File: config.mk
export PLATFORM = sky130hd
export DESIGN_NAME = mag_to_pointer_position_flat
export DESIGN_NICKNAME = d
export VERILOG_FILES = /design/src/hw/rtl/m2p_pkg.sv /design/src/hw/rtl/m2p_if.sv /design/src/hw/rtl/m2p_div.sv /design/src/hw/rtl/mag_to_pointer_position.sv /design/src/flat_wrapper.sv
export SDC_FILE = /design/constraint.sdc
export NUM_CORES = 1
export LEC_CHECK = 0
export BUFFER_PORTS_ARGS = -buffer_cell sky130_fd_sc_hd__buf_2
export CAP_MARGIN = 20
export CORE_MARGIN = 5
export CORE_UTILIZATION = 60
export CTS_CLUSTER_DIAMETER = 60
export CTS_CLUSTER_SIZE = 14
export DETAILED_ROUTE_END_ITERATION = 8
export PLACE_DENSITY = 0.78
export SYNTH_ARGS = -nofsm -noshare
export SYNTH_HDL_FRONTEND = slang
export SYNTH_SLANG_ARGS = --single-unit
File: constraint.sdc
create_clock -name clk -period 8.9 [get_ports clk]
set_input_delay 2.67 -clock clk [delete_from_list [all_inputs] [get_ports clk]]
set_output_delay 2.67 -clock clk [all_outputs]
set_load 0.03 [all_outputs]
File: src/hw/rtl/m2p_pkg.sv
// Shared constants, types and codes for the magnetometer-to-pointer block.
package m2p_pkg;

	localparam int POS_BITS  = 12;
	localparam int FRAC_BITS = 16;
	localparam int DATA_W    = 16;
	// 2v - lo - hi needs two more bits than a sample, hi - lo one more
	localparam int NUM_W     = DATA_W + 2;
	localparam int DEN_W     = DATA_W + 1;
	localparam int CFG_IDX_W = 2;

	localparam logic signed [DATA_W-1:0] X_LO_RST = -16'sd5000;
	localparam logic signed [DATA_W-1:0] X_HI_RST = 16'sd5000;
	localparam logic signed [DATA_W-1:0] Y_LO_RST = -16'sd5000;
	localparam logic signed [DATA_W-1:0] Y_HI_RST = 16'sd5000;

	typedef enum logic [CFG_IDX_W-1:0] {
		REG_X_LO,
		REG_X_HI,
		REG_Y_LO,
		REG_Y_HI
	} cfg_reg_t;

	typedef enum logic [3:0] {
		ST_IDLE,
		ST_START,
		ST_NX,
		ST_NY,
		ST_FX,
		ST_FY,
		ST_CLAMP,
		ST_MAP,
		ST_OUT
	} seq_state_t;

	typedef struct packed {
		logic                    start;
		logic signed [NUM_W-1:0] num;
		logic signed [DEN_W-1:0] den;
	} div_req_t;

endpackage

File: src/hw/rtl/m2p_if.sv
// Request channel interfaces: magnetometer samples in, pointer positions out.
interface m2p_mag_if;
	logic                                valid;
	logic                                ready;
	logic signed [m2p_pkg::DATA_W-1:0]   field_x;
	logic signed [m2p_pkg::DATA_W-1:0]   field_y;
	logic                                hold;

	modport source(output valid, output field_x, output field_y, output hold, input ready);
	modport sink(input valid, input field_x, input field_y, input hold, output ready);
endinterface

interface m2p_ptr_if #(
	parameter int POS_BITS = m2p_pkg::POS_BITS
);
	logic                valid;
	logic                ready;
	logic [POS_BITS-1:0] pointer_x;
	logic [POS_BITS-1:0] pointer_y;

	modport source(output valid, output pointer_x, output pointer_y, input ready);
	modport sink(input valid, input pointer_x, input pointer_y, output ready);
endinterface

File: src/hw/rtl/m2p_div.sv
// Bit-serial signed fractional divider: trunc(num * 2^FRAC_BITS / den), clamped to +-1.
module m2p_div #(
	parameter int FRAC_BITS = m2p_pkg::FRAC_BITS
) (
	input  logic                       clk,
	input  logic                       arst_n,
	input  m2p_pkg::div_req_t          req,
	output logic                       done,
	output logic signed [FRAC_BITS+1:0] quot
);
	localparam int NW = m2p_pkg::NUM_W;
	localparam int DW = m2p_pkg::DEN_W;
	localparam int QW = FRAC_BITS + 2;
	localparam int CW = $clog2(FRAC_BITS + 1);
	localparam logic [QW-1:0] ONE_Q = {2'b01, {FRAC_BITS{1'b0}}};

	logic [NW-1:0]        mag_n;
	logic [DW-1:0]        mag_d;
	logic                 neg;
	logic                 quick;
	logic [DW:0]          r2;
	logic                 ge;
	logic [DW:0]          r_next;
	logic [FRAC_BITS-1:0] fr_next;
	logic [QW-1:0]        ext;

	logic                 busy_q;
	logic [CW-1:0]        cnt_q;
	logic                 done_q;
	logic [DW-1:0]        rem_q;
	logic [DW-1:0]        d_q;
	logic [FRAC_BITS-1:0] fr_q;
	logic                 neg_q;
	logic [QW-1:0]        quot_q;

	always_comb begin
		mag_n   = req.num[NW-1] ? NW'(-req.num) : NW'(req.num);
		mag_d   = req.den[DW-1] ? DW'(-req.den) : DW'(req.den);
		neg     = req.num[NW-1] ^ req.den[DW-1];
		// |num| >= |den| means the quotient reaches one: saturate (covers den == 0)
		quick   = (req.num == '0) || (mag_n >= NW'(mag_d));
		r2      = {rem_q, 1'b0};
		ge      = r2 >= {1'b0, d_q};
		r_next  = ge ? (r2 - {1'b0, d_q}) : r2;
		fr_next = {fr_q[FRAC_BITS-2:0], ge};
		ext     = {2'b00, fr_next};
	end

	always_ff @(posedge clk or negedge arst_n) begin
		if (!arst_n) begin
			busy_q <= 1'b0;
			cnt_q  <= '0;
			done_q <= 1'b0;
		end else begin
			done_q <= req.start ? quick : (busy_q && (cnt_q == CW'(1)));
			if (req.start) begin
				if (!quick) begin
					busy_q <= 1'b1;
					cnt_q  <= CW'(FRAC_BITS);
				end
			end else if (busy_q) begin
				cnt_q <= cnt_q - 1'b1;
				if (cnt_q == CW'(1)) begin
					busy_q <= 1'b0;
				end
			end
		end
	end

	always_ff @(posedge clk) begin
		if (req.start) begin
			rem_q <= mag_n[DW-1:0];
			d_q   <= mag_d;
			neg_q <= neg;
			fr_q  <= '0;
			if (req.num == '0) begin
				quot_q <= '0;
			end else begin
				quot_q <= neg ? (~ONE_Q + 1'b1) : ONE_Q;
			end
		end else if (busy_q) begin
			rem_q <= r_next[DW-1:0];
			fr_q  <= fr_next;
			if (cnt_q == CW'(1)) begin
				quot_q <= neg_q ? (~ext + 1'b1) : ext;
			end
		end
	end

	assign done = done_q;
	assign quot = signed'(quot_q);

endmodule

File: src/hw/rtl/mag_to_pointer_position.sv
// Top level: magnetometer sample to pointer position, with hold and re-centering.
//
//   channel  dir  payload                      handshake
//   mag      in   field_x, field_y, hold       valid / ready
//   ptr      out  pointer_x, pointer_y         valid / ready
//   cfg      in   cfg_idx, cfg_data            cfg_we, no wait
//
// A moving sample runs the one bit-serial divider once per axis; the first sample after
// a hold runs it twice more for the re-centering offsets. A held sample skips the
// divider and reissues the last position.
// Reset restores the limit registers, clears offsets and centers the pointer.
// A result waits in the output register; the block stalls before loading it while the
// previous one is still untaken, and takes a new request only from idle.
module mag_to_pointer_position #(
	parameter int POS_BITS  = m2p_pkg::POS_BITS,
	parameter int FRAC_BITS = m2p_pkg::FRAC_BITS
) (
	input  logic                                clk,
	input  logic                                arst_n,
	m2p_mag_if.sink                             mag,
	m2p_ptr_if.source                           ptr,
	input  logic                                cfg_we,
	input  logic [m2p_pkg::CFG_IDX_W-1:0]       cfg_idx,
	input  logic [m2p_pkg::DATA_W-1:0]          cfg_data
);
	localparam int DATA_W  = m2p_pkg::DATA_W;
	localparam int NUM_W   = m2p_pkg::NUM_W;
	localparam int DEN_W   = m2p_pkg::DEN_W;
	localparam int NORM_W  = FRAC_BITS + 2;
	localparam int SHIFT_W = FRAC_BITS + 3;
	localparam int PROD_W  = NORM_W + POS_BITS;

	localparam logic [POS_BITS-1:0] MAX_POS = '1;
	localparam logic [POS_BITS-1:0] MID_POS = {1'b1, {(POS_BITS-1){1'b0}}};
	localparam logic signed [SHIFT_W-1:0] ONE_S = {3'b001, {FRAC_BITS{1'b0}}};
	localparam logic signed [NORM_W-1:0]  ONE_N = {2'b01, {FRAC_BITS{1'b0}}};

	function automatic logic signed [NORM_W-1:0] clamp_one(input logic signed [SHIFT_W-1:0] v);
		logic signed [NORM_W-1:0] r;
		if (v > ONE_S) begin
			r = ONE_N;
		end else if (v < -ONE_S) begin
			r = -ONE_N;
		end else begin
			r = NORM_W'(v);
		end
		return r;
	endfunction

	// floor((n + 1) * MAX_POS / 2), with n in [-1, 1]
	function automatic logic [POS_BITS-1:0] to_pos(input logic signed [NORM_W-1:0] n);
		logic [NORM_W-1:0] u;
		logic [PROD_W-1:0] prod;
		u    = NORM_W'(n + ONE_N);
		prod = {u, {POS_BITS{1'b0}}} - PROD_W'(u);
		return prod[FRAC_BITS+1 +: POS_BITS];
	endfunction

	m2p_pkg::seq_state_t state_q, state_d;
	m2p_pkg::div_req_t   div_req;
	logic                div_done;
	logic signed [NORM_W-1:0] div_quot;

	logic signed [DATA_W-1:0]  x_lo_q, x_hi_q, y_lo_q, y_hi_q;
	logic signed [SHIFT_W-1:0] shift_x_q, shift_y_q;
	logic [POS_BITS-1:0]       last_x_q, last_y_q;
	logic                      held_before_q;
	logic                      out_valid_q;
	logic [POS_BITS-1:0]       px_q, py_q;

	logic signed [DATA_W-1:0]  vx_q, vy_q;
	logic signed [NORM_W-1:0]  nx_q, ny_q, fx_q, ncx_q, ncy_q;

	logic signed [NUM_W-1:0]   num_x, num_y, num_fx, num_fy;
	logic signed [DEN_W-1:0]   den_x, den_y, den_f;
	logic                      accept;
	logic                      out_load;

	assign accept   = mag.valid && (state_q == m2p_pkg::ST_IDLE);
	assign out_load = (state_q == m2p_pkg::ST_OUT) && (!out_valid_q || ptr.ready);

	always_comb begin
		num_x  = (NUM_W'(vx_q) <<< 1) - NUM_W'(x_lo_q) - NUM_W'(x_hi_q);
		num_y  = (NUM_W'(vy_q) <<< 1) - NUM_W'(y_lo_q) - NUM_W'(y_hi_q);
		den_x  = DEN_W'(x_hi_q) - DEN_W'(x_lo_q);
		den_y  = DEN_W'(y_hi_q) - DEN_W'(y_lo_q);
		num_fx = signed'(NUM_W'({last_x_q, 1'b0})) - signed'(NUM_W'(MAX_POS));
		num_fy = signed'(NUM_W'({last_y_q, 1'b0})) - signed'(NUM_W'(MAX_POS));
		den_f  = signed'(DEN_W'(MAX_POS));
	end

	always_ff @(posedge clk or negedge arst_n) begin
		if (!arst_n) begin
			state_q <= m2p_pkg::ST_IDLE;
		end else begin
			state_q <= state_d;
		end
	end

	always_comb begin
		state_d       = state_q;
		div_req.start = 1'b0;
		div_req.num   = num_x;
		div_req.den   = den_x;
		case (state_q)
			m2p_pkg::ST_NX: begin
				div_req.num = num_y;
				div_req.den = den_y;
			end
			m2p_pkg::ST_NY: begin
				div_req.num = num_fx;
				div_req.den = den_f;
			end
			m2p_pkg::ST_FX: begin
				div_req.num = num_fy;
				div_req.den = den_f;
			end
			default: begin
				div_req.num = num_x;
				div_req.den = den_x;
			end
		endcase

		case (state_q)
			m2p_pkg::ST_IDLE: begin
				if (mag.valid) begin
					state_d = mag.hold ? m2p_pkg::ST_OUT : m2p_pkg::ST_START;
				end
			end
			m2p_pkg::ST_START: begin
				div_req.start = 1'b1;
				state_d       = m2p_pkg::ST_NX;
			end
			m2p_pkg::ST_NX: begin
				if (div_done) begin
					div_req.start = 1'b1;
					state_d       = m2p_pkg::ST_NY;
				end
			end
			m2p_pkg::ST_NY: begin
				if (div_done) begin
					if (held_before_q) begin
						div_req.start = 1'b1;
						state_d       = m2p_pkg::ST_FX;
					end else begin
						state_d = m2p_pkg::ST_CLAMP;
					end
				end
			end
			m2p_pkg::ST_FX: begin
				if (div_done) begin
					div_req.start = 1'b1;
					state_d       = m2p_pkg::ST_FY;
				end
			end
			m2p_pkg::ST_FY: begin
				if (div_done) begin
					state_d = m2p_pkg::ST_CLAMP;
				end
			end
			m2p_pkg::ST_CLAMP: begin
				state_d = m2p_pkg::ST_MAP;
			end
			m2p_pkg::ST_MAP: begin
				state_d = m2p_pkg::ST_OUT;
			end
			m2p_pkg::ST_OUT: begin
				if (!out_valid_q || ptr.ready) begin
					state_d = m2p_pkg::ST_IDLE;
				end
			end
			default: begin
				state_d = m2p_pkg::ST_IDLE;
			end
		endcase
	end

	m2p_div #(
		.FRAC_BITS(FRAC_BITS)
	) u_div (
		.clk   (clk),
		.arst_n(arst_n),
		.req   (div_req),
		.done  (div_done),
		.quot  (div_quot)
	);

	// architectural state and limit registers
	always_ff @(posedge clk or negedge arst_n) begin
		if (!arst_n) begin
			x_lo_q        <= m2p_pkg::X_LO_RST;
			x_hi_q        <= m2p_pkg::X_HI_RST;
			y_lo_q        <= m2p_pkg::Y_LO_RST;
			y_hi_q        <= m2p_pkg::Y_HI_RST;
			shift_x_q     <= '0;
			shift_y_q     <= '0;
			last_x_q      <= MID_POS;
			last_y_q      <= MID_POS;
			held_before_q <= 1'b0;
			out_valid_q   <= 1'b0;
		end else begin
			if (cfg_we) begin
				case (m2p_pkg::cfg_reg_t'(cfg_idx))
					m2p_pkg::REG_X_LO: x_lo_q <= signed'(cfg_data);
					m2p_pkg::REG_X_HI: x_hi_q <= signed'(cfg_data);
					m2p_pkg::REG_Y_LO: y_lo_q <= signed'(cfg_data);
					m2p_pkg::REG_Y_HI: y_hi_q <= signed'(cfg_data);
					default: begin
					end
				endcase
			end
			if (accept && mag.hold) begin
				held_before_q <= 1'b1;
			end
			if ((state_q == m2p_pkg::ST_FY) && div_done) begin
				// offset so the current sample lands on the frozen position
				shift_x_q     <= SHIFT_W'(nx_q) - SHIFT_W'(fx_q);
				shift_y_q     <= SHIFT_W'(ny_q) - SHIFT_W'(div_quot);
				held_before_q <= 1'b0;
			end
			if (state_q == m2p_pkg::ST_MAP) begin
				last_x_q <= to_pos(ncx_q);
				last_y_q <= to_pos(ncy_q);
			end
			if (out_load) begin
				out_valid_q <= 1'b1;
			end else if (ptr.ready) begin
				out_valid_q <= 1'b0;
			end
		end
	end

	always_ff @(posedge clk) begin
		if (accept) begin
			vx_q <= mag.field_x;
			vy_q <= mag.field_y;
		end
		if ((state_q == m2p_pkg::ST_NX) && div_done) begin
			nx_q <= div_quot;
		end
		if ((state_q == m2p_pkg::ST_NY) && div_done) begin
			ny_q <= div_quot;
		end
		if ((state_q == m2p_pkg::ST_FX) && div_done) begin
			fx_q <= div_quot;
		end
		if (state_q == m2p_pkg::ST_CLAMP) begin
			ncx_q <= clamp_one(SHIFT_W'(nx_q) - shift_x_q);
			ncy_q <= clamp_one(SHIFT_W'(ny_q) - shift_y_q);
		end
		if (out_load) begin
			px_q <= last_x_q;
			py_q <= last_y_q;
		end
	end

	assign mag.ready     = (state_q == m2p_pkg::ST_IDLE);
	assign ptr.valid     = out_valid_q;
	assign ptr.pointer_x = px_q;
	assign ptr.pointer_y = py_q;

endmodule

File: src/flat_wrapper.sv
// flat-port wrapper written by rule: the top's interface ports become plain ports
module mag_to_pointer_position_flat 
#(
	parameter int POS_BITS  = m2p_pkg::POS_BITS,
	parameter int FRAC_BITS = m2p_pkg::FRAC_BITS
)
  (clk, arst_n, cfg_we, cfg_idx, cfg_data, mag_valid, mag_field_x, mag_field_y, mag_hold, mag_ready, ptr_valid, ptr_pointer_x, ptr_pointer_y, ptr_ready);
  m2p_mag_if mag_i ();
  m2p_ptr_if #(.POS_BITS(POS_BITS)) ptr_i ();
  input  logic clk;
  input  logic arst_n;
  input  logic cfg_we;
  input  logic [m2p_pkg::CFG_IDX_W-1:0] cfg_idx;
  input  logic [m2p_pkg::DATA_W-1:0] cfg_data;
  input wire logic [$bits(mag_i.valid)-1:0] mag_valid;
  input wire logic [$bits(mag_i.field_x)-1:0] mag_field_x;
  input wire logic [$bits(mag_i.field_y)-1:0] mag_field_y;
  input wire logic [$bits(mag_i.hold)-1:0] mag_hold;
  output wire logic [$bits(mag_i.ready)-1:0] mag_ready;
  output wire logic [$bits(ptr_i.valid)-1:0] ptr_valid;
  output wire logic [$bits(ptr_i.pointer_x)-1:0] ptr_pointer_x;
  output wire logic [$bits(ptr_i.pointer_y)-1:0] ptr_pointer_y;
  input wire logic [$bits(ptr_i.ready)-1:0] ptr_ready;
  assign mag_i.valid = mag_valid;
  assign mag_i.field_x = mag_field_x;
  assign mag_i.field_y = mag_field_y;
  assign mag_i.hold = mag_hold;
  assign mag_ready = mag_i.ready;
  assign ptr_valid = ptr_i.valid;
  assign ptr_pointer_x = ptr_i.pointer_x;
  assign ptr_pointer_y = ptr_i.pointer_y;
  assign ptr_i.ready = ptr_ready;
  mag_to_pointer_position #(.POS_BITS(POS_BITS), .FRAC_BITS(FRAC_BITS)) u_core (.clk(clk), .arst_n(arst_n), .mag(mag_i), .ptr(ptr_i), .cfg_we(cfg_we), .cfg_idx(cfg_idx), .cfg_data(cfg_data));
endmodule
### Yosys cells after proc, flatten, opt, wreduce, memory -nomap -nowiden

Index checks and enable logic that the tools add are counted.

* add/sub/neg operators: 21
* order comparisons: 6
* equal/unequal tests: 19
* muxes and demuxes: 39
* bitwise operators: 2
* reduce and logical (&&, ||, !) cells: 28

Operators by type and width (number)
* $mux 18: 9
* $pmux 35 s3: 1
* $mux 17: 4
* $sub 29x18->29: 2
* $gt 19x18->1 const B: 2
* $lt 19x17->1 const B: 2
* $sub 18x18->19: 2
* $sub 18x19->19: 2
* $add 18x18->18 const B: 2
* $ge 18x17->1: 2
* $pmux 4 s9: 1
* $sub 17x16->18: 2
* $sub 18x16->18: 2
* $sub 16x16->17: 2
* $mux 4: 7
* $sub 13x12->14 const B: 2
* $add 18x1->18 const B: 1
* $logic_not 18->1: 1
* $neg 18->18: 1
* $not 16->18: 1
* $neg 17->17: 1
* $sub 17x17->17: 1
* $eq 4x3->1 const B: 4
* $mux 5: 3
* other kinds (21): 58

* bits in registers: 353
* input port bits: 56
* output and inout port bits: 26
* logic and storage cells: 145

### Logic depth before layout (Yosys ltp)

* depth after elaboration: 9
* mapped depth: 23
* depth with buffers taken out: 22

### Cells and area by module

Synthesis repeated with hierarchy kept, for this count alone.

* cell total of the unflattened synthesis: 2468
* area, all modules: 24323.3 µm²

By module, submodules not included
* mag_to_pointer_position: instances 1, cells an instance 1910, area an instance 19002.0 µm²
* m2p_div: instances 1, cells an instance 558, area an instance 5321.4 µm²

### Least setup slack after synthesis

Ideal clock, no wire load.

* path kind: register to register
* from: reg u_core.y_lo_q[6]
* to: reg u_core.u_div.cnt_q[2]
* setup time: 0.120 ns
* arrival time: 5.275 ns
* data required time: 8.780 ns
* setup slack: 3.504 ns
* cell stages (with the launch flop): 23
* buffers on the path: 2
* clock period less this slack: 5.396 ns
* cell sequence: dfstp_2 > inv_1 > fa_1 > ha_1 > clkbuf_1 > and4_1 > and3_1 > a221o_1 > o211ai_1 > a21oi_1 > nor3_1 > clkbuf_1 > nor3_1 > xnor2_1 > ha_1 > a21oi_1 > nor3b_1 > o211ai_1 > nand3_1 > a31oi_1 > nor3_1 > o221ai_1 > a41o_1

* longest elaborated chain between the ends: 9
* elaborated cells between the ends (all ways): 13
* those cells by class: add/sub (5); order compare (1); eq/ne (1); mux (3); reduce/logical (3)

Ends and longest elaborated chain
* start: declaration: line mag_to_pointer_position.sv:64 `logic signed [DATA_W-1:0] x_lo_q, x_hi_q, y_lo_q, y_hi_q;`
* start signal: assignment: line mag_to_pointer_position.sv:193 `y_lo_q <= m2p_pkg::Y_LO_RST;`
* start signal: assignment: line mag_to_pointer_position.sv:206 `m2p_pkg::REG_Y_LO: y_lo_q <= signed'(cfg_data);`
* $sub 17x16->18: line mag_to_pointer_position.sv:84 `num_y = (NUM_W'(vy_q) <<< 1) - NUM_W'(y_lo_q) - NUM_W'(y_hi_q);`
* $sub 18x16->18: line mag_to_pointer_position.sv:84
* $pmux 35 s3 *: line mag_to_pointer_position.sv:105 `case (state_q)`
* $neg 18->18: line m2p_div.sv:37 `mag_n = req.num[NW-1] ? NW'(-req.num) : NW'(req.num);`
* $mux 18: line m2p_div.sv:37
* $ge 18x17->1: line m2p_div.sv:41 `quick = (req.num == '0) || (mag_n >= NW'(mag_d));`
* $logic_or 1x1->1 *: line m2p_div.sv:41
* $ne 2x2->1 (no line) *
* $reduce_and 2->1 (no line) *
* end signal: assignment: line m2p_div.sv:59 `cnt_q <= CW'(FRAC_BITS);`
* end signal: assignment: line m2p_div.sv:62 `cnt_q <= cnt_q - 1'b1;`
* end: declaration: line m2p_div.sv:28 `logic [CW-1:0] cnt_q;`

Mark *: on every way between the ends. The rest lies on a longest branch, timed or not.
A chain may end at the register's enable or synchronous reset.

### Worst setup path in the final report

* from: reg u_core.x_hi_q[3]
* to: reg u_core.u_div.cnt_q[2]

* longest elaborated chain between the ends: 8
* elaborated cells between the ends (all ways): 12
* those cells by class: add/sub (4); order compare (1); eq/ne (1); mux (3); reduce/logical (3)

Ends and longest elaborated chain
* start: declaration: line mag_to_pointer_position.sv:64
* start signal: assignment: line mag_to_pointer_position.sv:192 `x_hi_q <= m2p_pkg::X_HI_RST;`
* start signal: assignment: line mag_to_pointer_position.sv:205 `m2p_pkg::REG_X_HI: x_hi_q <= signed'(cfg_data);`
* $sub 18x16->18 or $sub 16x16->17 (tied branches): line mag_to_pointer_position.sv:83, mag_to_pointer_position.sv:85
* $pmux 35 s3 *: line mag_to_pointer_position.sv:105
* $neg 18->18 or $neg 17->17 (tied branches): line m2p_div.sv:37, m2p_div.sv:38
* $mux 18 or $mux 17 (tied branches): line m2p_div.sv:37, m2p_div.sv:38
* $ge 18x17->1: line m2p_div.sv:41
* $logic_or 1x1->1 *: line m2p_div.sv:41
* $ne 2x2->1 (no line) *
* $reduce_and 2->1 (no line) *

Marks and branches as above.

==> results.ini <==
[placed_design]
pre_cts_slack_ns = 2.732
io_buffers = 81
gp_congestion = 0.9749
hpwl_um = 50470
dp_cells = 3129

[sta]
setup_violations = 0
slew_headroom_pct = 19.83
setup_ws_ns = 2.668
fin_tns_setup_ns = 0
min_period_ns = 6.232
tightest_slew_ns = 1.203
rsz0062_at_grt = no
hold_ws_ns = 0.4844
fmax_ghz = 0.1605
finalMaxSlewViolations = 0
finalClockSkew_ns = 0.01487
final_hold_viol_count = 0
fin_crit_sh_pct = 70.02

[synthesis]
syn-cell-area_sq_um = 25110
avgSynthCellArea_sq_um = 9.822
syn_nets = 2874
async_flop_share_pct = 39.38
synth.yosys.seq_area_share_pct = 39.00
synth-seq-cells = 353
ys.flop_type = edfxtp_1
synth_edf_count = 199
synth_cells = 2556
synth_warnings = 0
synth.distinct_cells = 102

[clocking]
ctsLongestPathBuffers = 3
cts_buffers = 34
clk_pin_slew_ns = 0.07
numClockSinks = 353
postCtsSetupBuffers = 0
htreeDepth = 2
cts_hold_buf = 0
cts_tree = built
cts_resized = 0
cts-root-buf = clkbuf_16
clkLatencyLatePin_ns = 0.55

[critical_path]
cp_slowest_cell = nor3_1
critical_path_required_ns = 9.34
crit_buf_inv = 2
cpPeakStageDelay_ns = 0.73
worstSetupPathDepth = 20
crit_arrival_ns = 6.67
cp-end-kind = flop
critical_path.top_delay_family = compound AO/OA/AOI/OAI gates
reg2reg_depth = 20
crit_type = reg2reg
crit_fanout = 17
path_cells = inv_1, fa_1, ha_1, o21a_1, o221ai_1, a2111oi_1, o21ai_0, a211oi_1, nor2_1, buf_4, nor2_1, nand2_1, xnor2_1, ha_1, nor2b_1, o21ai_0, a31oi_1, nor3_1, o221ai_1, a41o_1
cp-start-kind = flop

[min_path]
hold_class = reg2reg
min_path_cells = 2

[floorplanning]
num_rows = 75
initial_core_util_pct = 60.26
io-pin-count = 82
die_area_sq_um = 46030
core_area_sq_um = 41670
die_w_um = 214.6
die_h_um = 214.6

[route]
drtIter0Drc = 1602
drt_wl_total_um = 65750
ant_nets = 0
wire_per_inst_um = 20.60
dr.pass1.iters = 6
vias = 19950
routed_via_density = 6.251
drc_errors = 0

[flow_run]
maxCapViolCount = 0

[layout]
layout_commonest_cell = inv_1
final_nets = 2945
final_cell_mix = inv_1 (234), ha_1 (223), edfxtp_1 (199), nor2_1 (195), nand2_1 (175)
area_delta_synth_final_pct = 8.128
antenna_cells = 0
fin_cells = 3191
final_layout_size_suffix_gt1_share_pct = 11.39

[global_route]
grt_max_degree = 78
grt_antenna_before_repair = 0
globalRouteOverflowTotal = 0
grt_pass1_wl_um = 104500
grt_pass1_vias = 19960
grt_util_all_layers_pct = 27.86

[outcome]
outcome = finished clean

[path summary, 6_finish.rpt]
kind / startpoint / end / slack (ns)
setup / recovery: u_core.x_hi_q[3] / u_core.u_div.cnt_q[2] / 2.67
hold / removal: u_core.shift_x_q[4] / u_core.shift_x_q[4] / 0.48
setup reg to reg: u_core.x_hi_q[3] / u_core.u_div.cnt_q[2] / 2.67
hold reg to reg: u_core.shift_x_q[4] / u_core.shift_x_q[4] / 0.48
max in group asynchronous: arst_n / u_core.x_lo_q[12] / 5.28
min in group asynchronous: arst_n / u_core.shift_x_q[15] / 2.14
[routing by layer]
metal / track usage (%) / part of all wire [%]
met5: 0 / 0
met4: 12.78 / 5.2
met3: 3.755 / 5.4
met2: 48.90 / 49
met1: 34.31 / 40
[cell families after synthesis]
group,synth area share (%)
buffers and inverters,4.879
DFF,39.00
muxes,4.007
AOI/OAI and AO/OA,17.24
and+or+nand+nor,15.10
xor gates and xnor gates,5.547
adders and majority gates,14.22
[synthesized netlist by cell type (30+ instances only)]
cell,instances,area (sq um)
clkbuf_1,42,157.7
nor3_1,77,385.4
xnor2_1,86,753.2
dfrtp_1,109,2728
a21o_1,47,352.8
a21oi_1,124,620.6
nand2b_1,33,206.5
nor2_1,195,732.0
nand2_1,175,656.9
xor2_1,73,639.4
fa_1,39,780.8
inv_1,235,882.1
dfstp_2,30,788.3
nor2b_1,36,225.2
o21a_1,33,247.7
o21ai_0,152,760.7
ha_1,223,2790
mux2_2,65,732.0
a211oi_1,31,232.7
nand3_1,57,285.3
edfxtp_1,199,5976
or3_1,30,187.7
[state kept, by name (all words and copies together) (netlist names), 17 cells and up]
name and flops:
u_core.shift_x_q 19, u_core.u_div.d_q 17, u_core.shift_y_q 19, u_core.u_div.quot 18, u_core.fx_q 18, u_core.u_div.rem_q 17
u_core.ncy_q 18, u_core.ny_q 18, u_core.ncx_q 18, u_core.nx_q 18
[area by class of cell]
class	instances	area (sq um)
Timing Repair Buffer	103	624.3
Multi-Input combinational cell	1900	14110
Tap cell	539	674.4
Fill cell	3361	14520
Sequential cell	353	9792
Inverter	235	882.1
Clock buffer	49	938.4
Clock inverter	12	127.6
[stage by stage]
stage          cell area [sq um]  utilization (%)
6_report                   27150            65.15
5_1_grt                    27150            65.15
4_1_cts                    27120            65.09
3_5_place_dp               26050            62.53
3_3_place_gp               26010            62.43
2_1_floorplan              25110                -
[worst reg2reg max path: cells and delay by family, from the launching register on]
family,cells,cell delay (ns)
AOI/OAI and AO/OA,9,2.24
xor gates and xnor gates,1,0.19
adders and majority gates,3,1.17
buffers and inverters,2,0.30
DFF,1,0.55
and+or+nand+nor,5,1.68
Power is left out: the tool's default activity adds up to more than one toggle a clock period on the data nets, which glitch-free logic cannot reach.
